--- config.mk ---
export PLATFORM = sky130hd
export DESIGN_NAME = wtf8_stream_decoder
export DESIGN_NICKNAME = d
export VERILOG_FILES = /design/src/rtl/core/wtf8d_pkg.sv /design/src/rtl/core/wtf8d_step.sv /design/src/rtl/core/wtf8d_fifo.sv /design/src/rtl/core/wtf8_stream_decoder.sv
export SDC_FILE = /design/constraint.sdc
export NUM_CORES = 1
export LEC_CHECK = 0
export BUFFER_PORTS_ARGS = -buffer_cell sky130_fd_sc_hd__buf_4
export CORE_ASPECT_RATIO = 1.25
export CORE_MARGIN = 2
export CORE_UTILIZATION = 55
export DETAILED_ROUTE_END_ITERATION = 12
export PLACE_DENSITY_LB_ADDON = 0.12
export SLEW_MARGIN = 0
export SYNTH_ARGS = -nofsm -noshare
export SYNTH_HDL_FRONTEND = slang
export SYNTH_SLANG_ARGS = --single-unit
export TNS_END_PERCENT = 5
--- constraint.sdc ---
create_clock -name clk -period 2.5 [get_ports clk]
set_input_delay 0.5 -clock clk [delete_from_list [all_inputs] [get_ports clk]]
set_output_delay 0.5 -clock clk [all_outputs]
set_load 0.05 [all_outputs]
--- src/rtl/core/wtf8d_pkg.sv ---
// Shared types, constants and the lead byte decode function for the
// WTF-8 stream decoder. No dependencies.
`timescale 1ns / 1ps

package wtf8d_pkg;

    localparam logic [1:0] STATUS_OK      = 2'd0;
    localparam logic [1:0] STATUS_INVALID = 2'd1;
    localparam logic [1:0] STATUS_TRUNC   = 2'd2;

    localparam logic [7:0]  TRAIL_MASK   = 8'h3F;
    localparam logic [7:0]  TRAIL_TAG    = 8'h80;
    localparam logic [7:0]  TRAIL_SEL    = 8'hC0;
    localparam logic [20:0] MIN_TWO      = 21'h80;
    localparam logic [20:0] MIN_THREE    = 21'h800;
    localparam logic [20:0] MIN_FOUR     = 21'h10000;
    localparam logic [20:0] LIMIT_FIRST  = 21'h110;

    localparam int FIFO_DEPTH = 4;
    localparam int PTR_W      = $clog2(FIFO_DEPTH);
    localparam int CNT_W      = $clog2(FIFO_DEPTH + 1);

    typedef struct packed {
        logic [20:0] code_point;
        logic [1:0]  status;
        logic        run_end;
    } result_t;

    typedef struct packed {
        logic [20:0] acc;
        logic [1:0]  left;
        logic [1:0]  total;
        logic        bad;
        logic        disc;
    } state_t;

    typedef struct packed {
        logic [1:0] count;
        result_t    res0;
        result_t    res1;
    } step_out_t;

    typedef struct packed {
        logic        hit;
        logic        opens;
        result_t     res;
        logic [20:0] acc;
        logic [1:0]  total;
    } start_t;

    // Decode a byte that arrives outside any open sequence.
    function automatic start_t start_byte(input logic [7:0] b, input logic last);
        start_t s;
        s.hit            = 1'b1;
        s.opens          = 1'b0;
        s.res.code_point = '0;
        s.res.status     = STATUS_INVALID;
        s.res.run_end    = 1'b0;
        s.acc            = '0;
        s.total          = '0;
        if (b < 8'h80)
        begin
            s.res.code_point = {13'd0, b};
            s.res.status     = STATUS_OK;
        end
        else if (b >= 8'hC0 && b < 8'hF8)
        begin
            s.opens      = 1'b1;
            s.hit        = last;
            s.res.status = STATUS_TRUNC;
            if (b < 8'hE0)
            begin
                s.acc   = {16'd0, b[4:0]};
                s.total = 2'd1;
            end
            else if (b < 8'hF0)
            begin
                s.acc   = {17'd0, b[3:0]};
                s.total = 2'd2;
            end
            else
            begin
                s.acc   = {18'd0, b[2:0]};
                s.total = 2'd3;
            end
        end
        return s;
    endfunction

endpackage

--- src/rtl/core/wtf8d_step.sv ---
// Combinational byte step: next decoder state and up to two results.
// Depends on wtf8d_pkg.
`timescale 1ns / 1ps

module wtf8d_step (
    input  wtf8d_pkg::state_t    cur,
    input  logic [7:0]           data_byte,
    input  logic                 last_byte,
    output wtf8d_pkg::state_t    nxt,
    output wtf8d_pkg::step_out_t out
);
    import wtf8d_pkg::*;

    logic        is_trail;
    logic [20:0] acc_sh;
    logic        bad_n;
    logic [1:0]  left_n;
    logic [20:0] min_v;
    start_t      sb;

    assign is_trail = (data_byte & TRAIL_SEL) == TRAIL_TAG;
    assign acc_sh   = {cur.acc[14:0], data_byte[5:0] & TRAIL_MASK[5:0]};
    assign bad_n    = cur.bad | ((cur.total == 2'd3) && (cur.left == 2'd3)
                                 && (acc_sh >= LIMIT_FIRST));
    assign left_n   = cur.left - 2'd1;
    assign min_v    = (cur.total == 2'd3) ? MIN_FOUR :
                      (cur.total == 2'd2) ? MIN_THREE : MIN_TWO;
    assign sb       = start_byte(data_byte, last_byte);

    always_comb
    begin
        result_t r_inv;
        r_inv.code_point = '0;
        r_inv.status     = STATUS_INVALID;
        r_inv.run_end    = 1'b0;
        nxt       = cur;
        out.count = 2'd0;
        out.res0  = r_inv;
        out.res1  = r_inv;
        if (cur.left != 2'd0)
        begin
            if (is_trail)
            begin
                nxt.acc  = acc_sh;
                nxt.bad  = bad_n;
                nxt.left = left_n;
                if (left_n == 2'd0)
                begin
                    out.count = 2'd1;
                    if (bad_n || acc_sh < min_v)
                    begin
                        nxt.disc = 1'b1;
                    end
                    else
                    begin
                        out.res0.code_point = acc_sh;
                        out.res0.status     = STATUS_OK;
                        nxt.disc            = 1'b0;
                    end
                    nxt.acc   = '0;
                    nxt.total = '0;
                    nxt.bad   = 1'b0;
                end
                else if (last_byte)
                begin
                    out.count        = 2'd1;
                    out.res0.status  = STATUS_TRUNC;
                end
            end
            else
            begin
                // The open sequence is broken; the interrupting byte starts fresh.
                out.count = 2'd1;
                nxt       = '0;
                if (sb.opens)
                begin
                    nxt.acc   = sb.acc;
                    nxt.total = sb.total;
                    nxt.left  = sb.total;
                end
                if (sb.hit)
                begin
                    out.res1  = sb.res;
                    out.count = 2'd2;
                end
            end
        end
        else if (!(cur.disc && is_trail))
        begin
            nxt.disc = 1'b0;
            nxt.bad  = 1'b0;
            if (sb.opens)
            begin
                nxt.acc   = sb.acc;
                nxt.total = sb.total;
                nxt.left  = sb.total;
            end
            if (sb.hit)
            begin
                out.res0  = sb.res;
                out.count = 2'd1;
            end
        end
        if (out.count == 2'd1)
            out.res0.run_end = 1'b1;
        if (out.count == 2'd2)
            out.res1.run_end = 1'b1;
        if (last_byte)
            nxt = '0;
    end

endmodule

--- src/rtl/core/wtf8d_fifo.sv ---
// Small result queue that takes up to two results per cycle and delivers one.
// Depends on wtf8d_pkg.
`timescale 1ns / 1ps

module wtf8d_fifo (
    input  logic                      clk,
    input  logic                      rst_n,
    input  logic                      push,
    input  wtf8d_pkg::step_out_t      wdata,
    input  logic                      pop,
    output logic [wtf8d_pkg::CNT_W-1:0] count,
    output wtf8d_pkg::result_t        head
);
    import wtf8d_pkg::*;

    result_t            mem_reg [FIFO_DEPTH];
    logic [PTR_W-1:0]   wr_ptr_reg, wr_ptr_next;
    logic [PTR_W-1:0]   rd_ptr_reg, rd_ptr_next;
    logic [CNT_W-1:0]   count_reg, count_next;
    logic [1:0]         n_push;
    logic [PTR_W-1:0]   wr_ptr_plus1;

    assign n_push       = push ? wdata.count : 2'd0;
    assign wr_ptr_plus1 = wr_ptr_reg + PTR_W'(1);
    assign wr_ptr_next  = wr_ptr_reg + PTR_W'(n_push);
    assign rd_ptr_next  = rd_ptr_reg + PTR_W'(pop);
    assign count_next   = count_reg + CNT_W'(n_push) - CNT_W'(pop);
    assign count        = count_reg;
    assign head         = mem_reg[rd_ptr_reg];

    always_ff @(posedge clk or negedge rst_n)
    begin
        if (!rst_n)
        begin
            wr_ptr_reg <= '0;
            rd_ptr_reg <= '0;
            count_reg  <= '0;
        end
        else
        begin
            wr_ptr_reg <= wr_ptr_next;
            rd_ptr_reg <= rd_ptr_next;
            count_reg  <= count_next;
        end
    end

    always_ff @(posedge clk)
    begin
        if (n_push != 2'd0)
            mem_reg[wr_ptr_reg] <= wdata.res0;
        if (n_push == 2'd2)
            mem_reg[wr_ptr_plus1] <= wdata.res1;
    end

endmodule

--- src/rtl/core/wtf8_stream_decoder.sv ---
// Top level of the WTF-8 stream decoder: input register, byte step logic,
// result queue. Depends on wtf8d_pkg, wtf8d_step and wtf8d_fifo.
`timescale 1ns / 1ps
// A byte accepted into the input register is decoded, and its results are written
// into the result queue, once the queue has room for two results.
// Throughput: one byte per cycle; a byte that yields two results takes two
// output transactions, and a byte waiting in the input register stalls the
// input while the four-entry result queue holds more than two results.
// Reset (rst_n low, asynchronous) clears the decoder state and empties the queue.

module wtf8_stream_decoder (
    input  logic        clk,
    input  logic        rst_n,
    input  logic        in_valid,
    output logic        in_stall,
    input  logic [7:0]  data_byte,
    input  logic        last_byte,
    output logic        out_valid,
    input  logic        out_stall,
    output logic [20:0] code_point,
    output logic [1:0]  status,
    output logic        run_end
);
    import wtf8d_pkg::*;

    // Input register holding one byte transaction ahead of the decode step.
    logic       in_valid_reg;
    logic [7:0] byte_reg;
    logic       last_reg;

    // Decoder state carried between bytes.
    state_t     state_reg, state_next;

    step_out_t  step_res;
    logic [CNT_W-1:0] q_count;
    result_t    q_head;
    logic       advance;
    logic       load;
    logic       pop;

    // The held byte moves on only when the queue has room for two results,
    // which covers the worst case of an interrupted sequence.
    assign advance  = in_valid_reg && (q_count <= CNT_W'(FIFO_DEPTH - 2));
    assign in_stall = in_valid_reg && !advance;
    assign load     = in_valid && !in_stall;

    always_ff @(posedge clk or negedge rst_n)
    begin
        if (!rst_n)
        begin
            in_valid_reg <= 1'b0;
            state_reg    <= '0;
        end
        else
        begin
            if (load)
                in_valid_reg <= 1'b1;
            else if (advance)
                in_valid_reg <= 1'b0;
            if (advance)
                state_reg <= state_next;
        end
    end

    // Payload of the input register needs no reset.
    always_ff @(posedge clk)
    begin
        if (load)
        begin
            byte_reg <= data_byte;
            last_reg <= last_byte;
        end
    end

    wtf8d_step u_step (
        .cur       (state_reg),
        .data_byte (byte_reg),
        .last_byte (last_reg),
        .nxt       (state_next),
        .out       (step_res)
    );

    // Results leave the queue one transaction at a time.
    assign out_valid = (q_count != '0);
    assign pop       = out_valid && !out_stall;

    wtf8d_fifo u_fifo (
        .clk   (clk),
        .rst_n (rst_n),
        .push  (advance),
        .wdata (step_res),
        .pop   (pop),
        .count (q_count),
        .head  (q_head)
    );

    assign code_point = q_head.code_point;
    assign status     = q_head.status;
    assign run_end    = q_head.run_end;

endmodule

==> results.md, run 1 <==
* Final Cell Area at 7550 um2
* Drc violations at 0
* Most common cell in the synthesized netlist: edfxtp_1
* Fin util at 68.8%
* R2R setup slack at -0.07 ns
* Worst Max-Slew Pin Slew at 0.532 ns
* Relative max-transition margin at 64.1%
* Drt first pass iters at 5
* Htree depth at 4
* CTS tree: built
* Fraction of synthesized area in multiplexers at 8.83%
* Reg clk slew, reported paths at 0.06 ns
* Area leader, netlist: edfxtp_1
* Setup TNS at -1.11 ns
* R2r endpoint: u_fifo.mem_reg[3][9]
* Crit share post-route at 103%
* Failing checks: setup timing
* Crit. End Element: flop
* Number of buffers created by CTS at 17
* Slew Limit Fails at 0
* Cell Area, Placed at 6820 um2
* First-pass GRT wire length at 24200 um
* Synth area leaders: edfxtp_1 26%, dfxtp_1 17%, dfrtp_1 12%, mux4_2 8.8%, a32o_1 8.2%
* Nets at 583
* Clock sink total at 134
* WP data arrival at 2.79 ns
* Critical path class: reg -> reg
* Synth warnings at 0
* GRT Util Overall at 26.5%
* Skew-Pair Late Insertion Delay at 0.42 ns
* Share of the synthesized area in the top cell type at 26.0%
* Antenna violations before repair at 0
* Synth async-reset ratio at 21.6%
* Largest net degree at the start of global routing at 38
* Height of the die at 122 um
* Synth Area in Adders at 2.37%
* Pwr Density at 1160 nW/um2
* Syn avg cell area at 12.7 um2
* Worst R2R Path Depth at 6
* Row Count at 43
* Unique masters post-synth at 51
* Die width at 98.3 um
* Multi-input gate area at 2610 um2
* Initial Utilization at 55.8%
* Final Hold Viols at 0
* Skew final at 0.00730 ns
* Syn nets at 504
* Post-Syn Area at 6120 um2
* GPL Wtd Cong at 0.925
* Overflow after GRT at 0
* Number of global-route vias before repair at 4642
* DPL Wire Length at 10500 um
* Layout area overhead at 23.5%
* Number of fillers in the final layout at 835
* Post-synth EDFFs at 53
* Storage element area at 3360 um2
* Post-synthesis xor/xnor area fraction at 0.716%
* Starting DRT DRC Count at 441
* Post-synthesis compound-gate area fraction at 16.9%
* Post-Syn Instances at 480
* Drt via density at 6.38
* Crit path time final at 2.57 ns
* Post-route ant nets at 0
* Final non-filler cell total at 707
* Antenna Cells at 0
* Maximum buffer depth of the clock tree at 2
* Layout cells sized above 1 at 33.6%
* Worst IR drop on VDD at 0.740 mV
* Post-synthesis simple-gate area fraction at 11.2%
* Hold/Removal Path Class: in -> async
* Synthesis-stage register bit count at 134
* CP required at 2.73 ns
* Max_cap viols at 0
* Max reg flops at 96
* Via count at 4514
* IO Pins at 39
* Root buffer cell: clkbuf_16
* Largest family of logic cells by synthesized area: compound AO/OA/AOI/OAI gates
* Top FF cell, synth: edfxtp_1
* Final worst slack at -0.0653 ns
* Post-synthesis sequential area ratio at 54.9%
* Total Power at 0.00880 W
* Fmax at 0.390 GHz
* Core Area at 11000 um2
* CP Max Fanout at 3
* Final setup vio count at 40
* Die ar. at 12000 um2
* Final wirelength at 15100 um
* Worst Setup SP: state_reg[13]
* CP Launch Type: flop
* Launch point of the worst reg-to-reg path: state_reg[13]
* WL per Instance at 21.3 um
* Placed cell count at 674
* Number of I/O port buffers at 38
* Worst Setup EP: u_fifo.mem_reg[3][9]
* Unrepaired setup endpoints after global routing: true
* Most frequent cells after synthesis: 53 x edfxtp_1, 52 x dfxtp_1, 50 x a32o_1
* Status: finished, violations left
* Leakage at 2.99 nW
repair_timing:
item / CTS / global route
endpoints found under the setup margin: 74 / 126
setup buffers: 1 / 0
resized for setup: 20 / 24
hold buffers: 0 / 0
pin swaps: 39 / 23
worst max-delay path: stages, from the launching register on:
cell      delay [ns]
dfrtp_1         0.39
or4_4           0.54
or4_4           0.55
a211oi_4        0.30
buf_4           0.19
nand2_1         0.08
o32ai_1         0.31
report_power, final:
group | total, W | leakage (nW) | switching [W] | internal, W
Clock | 0.00238 | 0.288 | 0.000951 | 0.00143
Sequential | 0.00288 | 1.30 | 0.000240 | 0.00264
Combinational | 0.00354 | 1.41 | 0.00223 | 0.00131
Total | 0.00880 | 2.99 | 0.00342 | 0.00538
layer usage:
| layer | wire (um) | track usage [%] |
|---|---|---|
| met1 | 6130 | 33.5 |
| met2 | 8010 | 45.7 |
| met3 | 616 | 5.39 |
| met4 | 335 | 9.50 |
| met5 | 0 | 0 |
layout make-up:
| type | instances | share of cell area, % |
|---|---|---|
| flip-flops and latches | 134 | 44.5 |
| multi-input cells | 292 | 34.5 |
| repair buffers | 96 | 10.2 |
| clock buffers | 21 | 6.54 |
| well taps | 135 | 2.24 |
| clock inverters | 11 | 1.11 |
| inverters | 18 | 0.894 |
logic make-up after synthesis:
family | after synthesis
AND/OR/NAND/NOR | 129
AO/OA/AOI/OAI | 123
multiplexers | 24
XOR/XNOR | 5
flip-flops | 134
adder cells (fa/ha/maj) | 11
buffers and inverters | 54
cells in the final DEF (no fill, tap or decap), types with 4 or more instances in the layout:
cell / synthesis / final
buf_4: 0 / 90
edfxtp_1: 53 / 53
dfxtp_1: 52 / 52
a32o_1: 50 / 50
nand2_1: 35 / 35
dfrtp_1: 29 / 29
mux4_2: 24 / 24
clkbuf_16: 0 / 19
inv_1: 18 / 17
nor2_1: 17 / 16
nand3_1: 18 / 15
o21ai_0: 10 / 10
ha_1: 10 / 10
a21oi_1: 13 / 9
o32ai_1: 9 / 8
nor3b_2: 0 / 8
nand2b_1: 7 / 7
nor3_1: 8 / 7
a21boi_1: 0 / 7
and3_1: 6 / 6
a21boi_2: 0 / 5
nor3b_1: 13 / 5
a32o_2: 5 / 5
nor2b_1: 4 / 4
o22ai_1: 5 / 4
a22o_1: 4 / 4
clkinv_4: 0 / 4
how the worst min path moves through the flow:
stage	slack, ns	cells after the start	startpoint	end
after global placement	0.44	1	u_fifo.mem_reg[2][23]	u_fifo.mem_reg[2][23]
final	0.001	1	rst_n	u_fifo.count[0]
after global routing	0.02	1	rst_n	u_fifo.count[2]
after CTS	0.009	1	rst_n	u_fifo.count[0]
after detailed placement	0.45	1	rst_n	u_fifo.count[2]
after floorplan	0.20	0	rst_n	in_valid_reg
through the flow:
| stage | setup WS [ns] | hold WS (ns) |
|---|---|---|
| after CTS | -0.0509 | 0.00929 |
| after global routing | -0.120 | 0.0177 |
| final | -0.0653 | 0.00129 |
| after global placement | -0.0224 | 0.441 |
| after floorplan | -0.102 | 0.204 |
| after detailed placement | -0.112 | 0.452 |
(Power assumes the default switching activity.)
==> run 2, diff against run 1 <==
CELL_PAD_IN_SITES_DETAIL_PLACEMENT = 0   (was not set)
CELL_PAD_IN_SITES_GLOBAL_PLACEMENT = 1   (was not set)
CORE_UTILIZATION = 45   (was 55)
MAX_ROUTING_LAYER = met4   (was not set)
SKIP_CTS_REPAIR_TIMING = 1   (was not set)
==> results.md, run 2 (synthesis results as in run 1) <==
* Clock sink total at 134 (unchanged)
* Number of global-route vias before repair at 4463 (-3.9%)
* IO Pins at 39 (unchanged)
* Post-route ant nets at 0 (unchanged)
* CP Launch Type: flop
* Fmax at 0.388 GHz (-0.54%)
* Crit. End Element: flop
* Antenna Cells at 0 (unchanged)
* Crit path time final at 2.58 ns (+0.0140 ns)
* GPL Wtd Cong at 0.871 (-5.8%)
* Unrepaired setup endpoints after global routing: true
* Worst Setup SP: state_reg[18]
* Critical path class: reg -> reg
* Worst IR drop on VDD at 0.647 mV (-13%)
* Status: finished, violations left
* Reg clk slew, reported paths at 0.07 ns (about the same)
* Top Layer Used: met4
* Total Power at 0.00908 W (+3.2%)
* Setup TNS at -2.37 ns (-1.26 ns)
* Worst Max-Slew Pin Slew at 0.827 ns (+0.294 ns)
* Maximum buffer depth of the clock tree at 2 (unchanged)
* Leakage at 3.09 nW (+3.4%)
* Relative max-transition margin at 44.9% (-19 points)
* First-pass GRT wire length at 24600 um (+1.8%)
* Htree depth at 4 (unchanged)
* Die width at 108 um (+10%)
* Starting DRT DRC Count at 286 (-35%)
* Skew final at 0.00988 ns (+0.00258 ns)
* Final Hold Viols at 0 (unchanged)
* WL per Instance at 21.7 um (+1.9%)
* Number of I/O port buffers at 38 (unchanged)
* Hold/Removal Path Class: in -> async
* Antenna violations before repair at 0 (unchanged)
* Pwr Density at 1160 nW/um2 (-0.61%)
* Routed wl met3 at 796 um (+29%)
* Die ar. at 14600 um2 (+21%)
* Drt via density at 6.03 (-5.5%)
* Skew-Pair Late Insertion Delay at 0.41 ns (about the same)
* Final setup vio count at 59 (+48%)
* Final wirelength at 16400 um (+8.8%)
* Number of buffers created by CTS at 17 (unchanged)
* Crit share post-route at 103% (+0.56 points)
* Worst R2R Path Depth at 7 (+1)
* Root buffer cell: clkbuf_16
* DPL Wire Length at 10700 um (+2.1%)
* Largest net degree at the start of global routing at 33 (-13%)
* Metal2 WL at 8610 um (+7.6%)
* Final worst slack at -0.0792 ns (-0.0140 ns)
* Height of the die at 134 um (+10%)
* Cell Chain, Critical Path: or4_1 -> or4_4 -> a211oi_4 -> buf_6 -> and2_4 -> clkbuf_16 -> a32o_2
* Overflow after GRT at 0 (unchanged)
* Row Count at 47 (+9.3%)
* Initial Utilization at 46.0% (-9.7 points)
* CP required at 2.85 ns (+0.12 ns)
* Via count at 4555 (+0.91%)
* Slew Limit Fails at 0 (unchanged)
* Drt first pass iters at 5 (unchanged)
* Layout cells sized above 1 at 34.6% (+1.0 points)
* CTS tree: built
* Nets at 595 (+2.1%)
* Slowest CP cell: or4_1
* Failing checks: setup timing
* Max reg flops at 96 (unchanged)
* Critical path's largest stage delay at 0.56 ns (about the same)
* CP Max Fanout at 10 (+7)
* Max_cap viols at 0 (unchanged)
* Drc violations at 0 (unchanged)
* Core Area at 13300 um2 (+21%)
* Commonest non-fill, non-tap cell in the layout: buf_4
* Most frequent cells in the layout: 76 x buf_4, 53 x edfxtp_1, 52 x dfxtp_1, 50 x a32o_1, 35 x nand2_1
* GRT Util Overall at 23.5% (-3.1 points)
* Launch point of the worst reg-to-reg path: state_reg[18]
* Met1 wire length at 6780 um (+11%)
* Layout area overhead at 28.2%
* WP data arrival at 2.93 ns (+0.14 ns)
==> run 2: worst max-delay path: cells and delay by family, from the launching register on <==
| kind | cells | cell delay (ns) |
|---|---|---|
| AO/OA/AOI/OAI | 2 | 0.41 |
| buffers and inverters | 2 | 0.34 |
| flip-flops | 1 | 0.37 |
| AND/OR/NAND/NOR | 3 | 1.38 |
==> run 2: worst paths after layout <==
path | slack (ns) | to
min in group clk | 0.26 | last_reg
max reg2reg | -0.08 | u_fifo.mem_reg[1][13]
max in group asynchronous | 2.20 | u_fifo.rd_ptr_reg[0]
min | 0.006 | u_fifo.count[0]
min reg2reg | 0.47 | u_fifo.mem_reg[1][14]
max | -0.08 | u_fifo.mem_reg[1][13]
==> run 2: routing by layer <==
| metal | GRT usage (%) | up-vias |
|---|---|---|
| met5 | - | - |
| met4 | 6.55 | 0 |
| met3 | 4.37 | 19 |
| met2 | 38.5 | 149 |
| met1 | 29.9 | 2294 |
| li1 | - | 2093 |
==> run 2: area by class of cell <==
cell class,count,area (um2)
Clock buffer,18,450
Clock inverter,14,159
Fill cell,1133,5450
Inverter,18,71.3
Multi-Input combinational cell,294,2600
Sequential cell,134,3360
Tap cell,171,214
Timing Repair Buffer,106,985
==> run 2: where the power goes <==
group | internal, W | switching (W) | leakage (nW) | total [W]
registers | 0.00264 | 0.000298 | 1.30 | 0.00294
logic | 0.00136 | 0.00220 | 1.49 | 0.00357
clock network | 0.00156 | 0.00101 | 0.304 | 0.00257
==> run 2: metrics by stage <==
| stage | hold slack, ns | area, um2 | util, % | setup WS (ns) | cells |
|---|---|---|---|---|---|
| after detailed placement | 0.451 | 6900 | 51.9 | -0.0936 | 713 |
| after global routing | 0.0268 | 7840 | 59.0 | -0.149 | 755 |
| after floorplan | 0.204 | 6140 | - | -0.102 | 480 |
| after global placement | 0.441 | 6900 | 51.9 | -0.0701 | 713 |
| final | 0.00637 | 7840 | 59.0 | -0.0792 | 755 |
| after CTS | 0.0105 | 7510 | 56.5 | -0.120 | 745 |
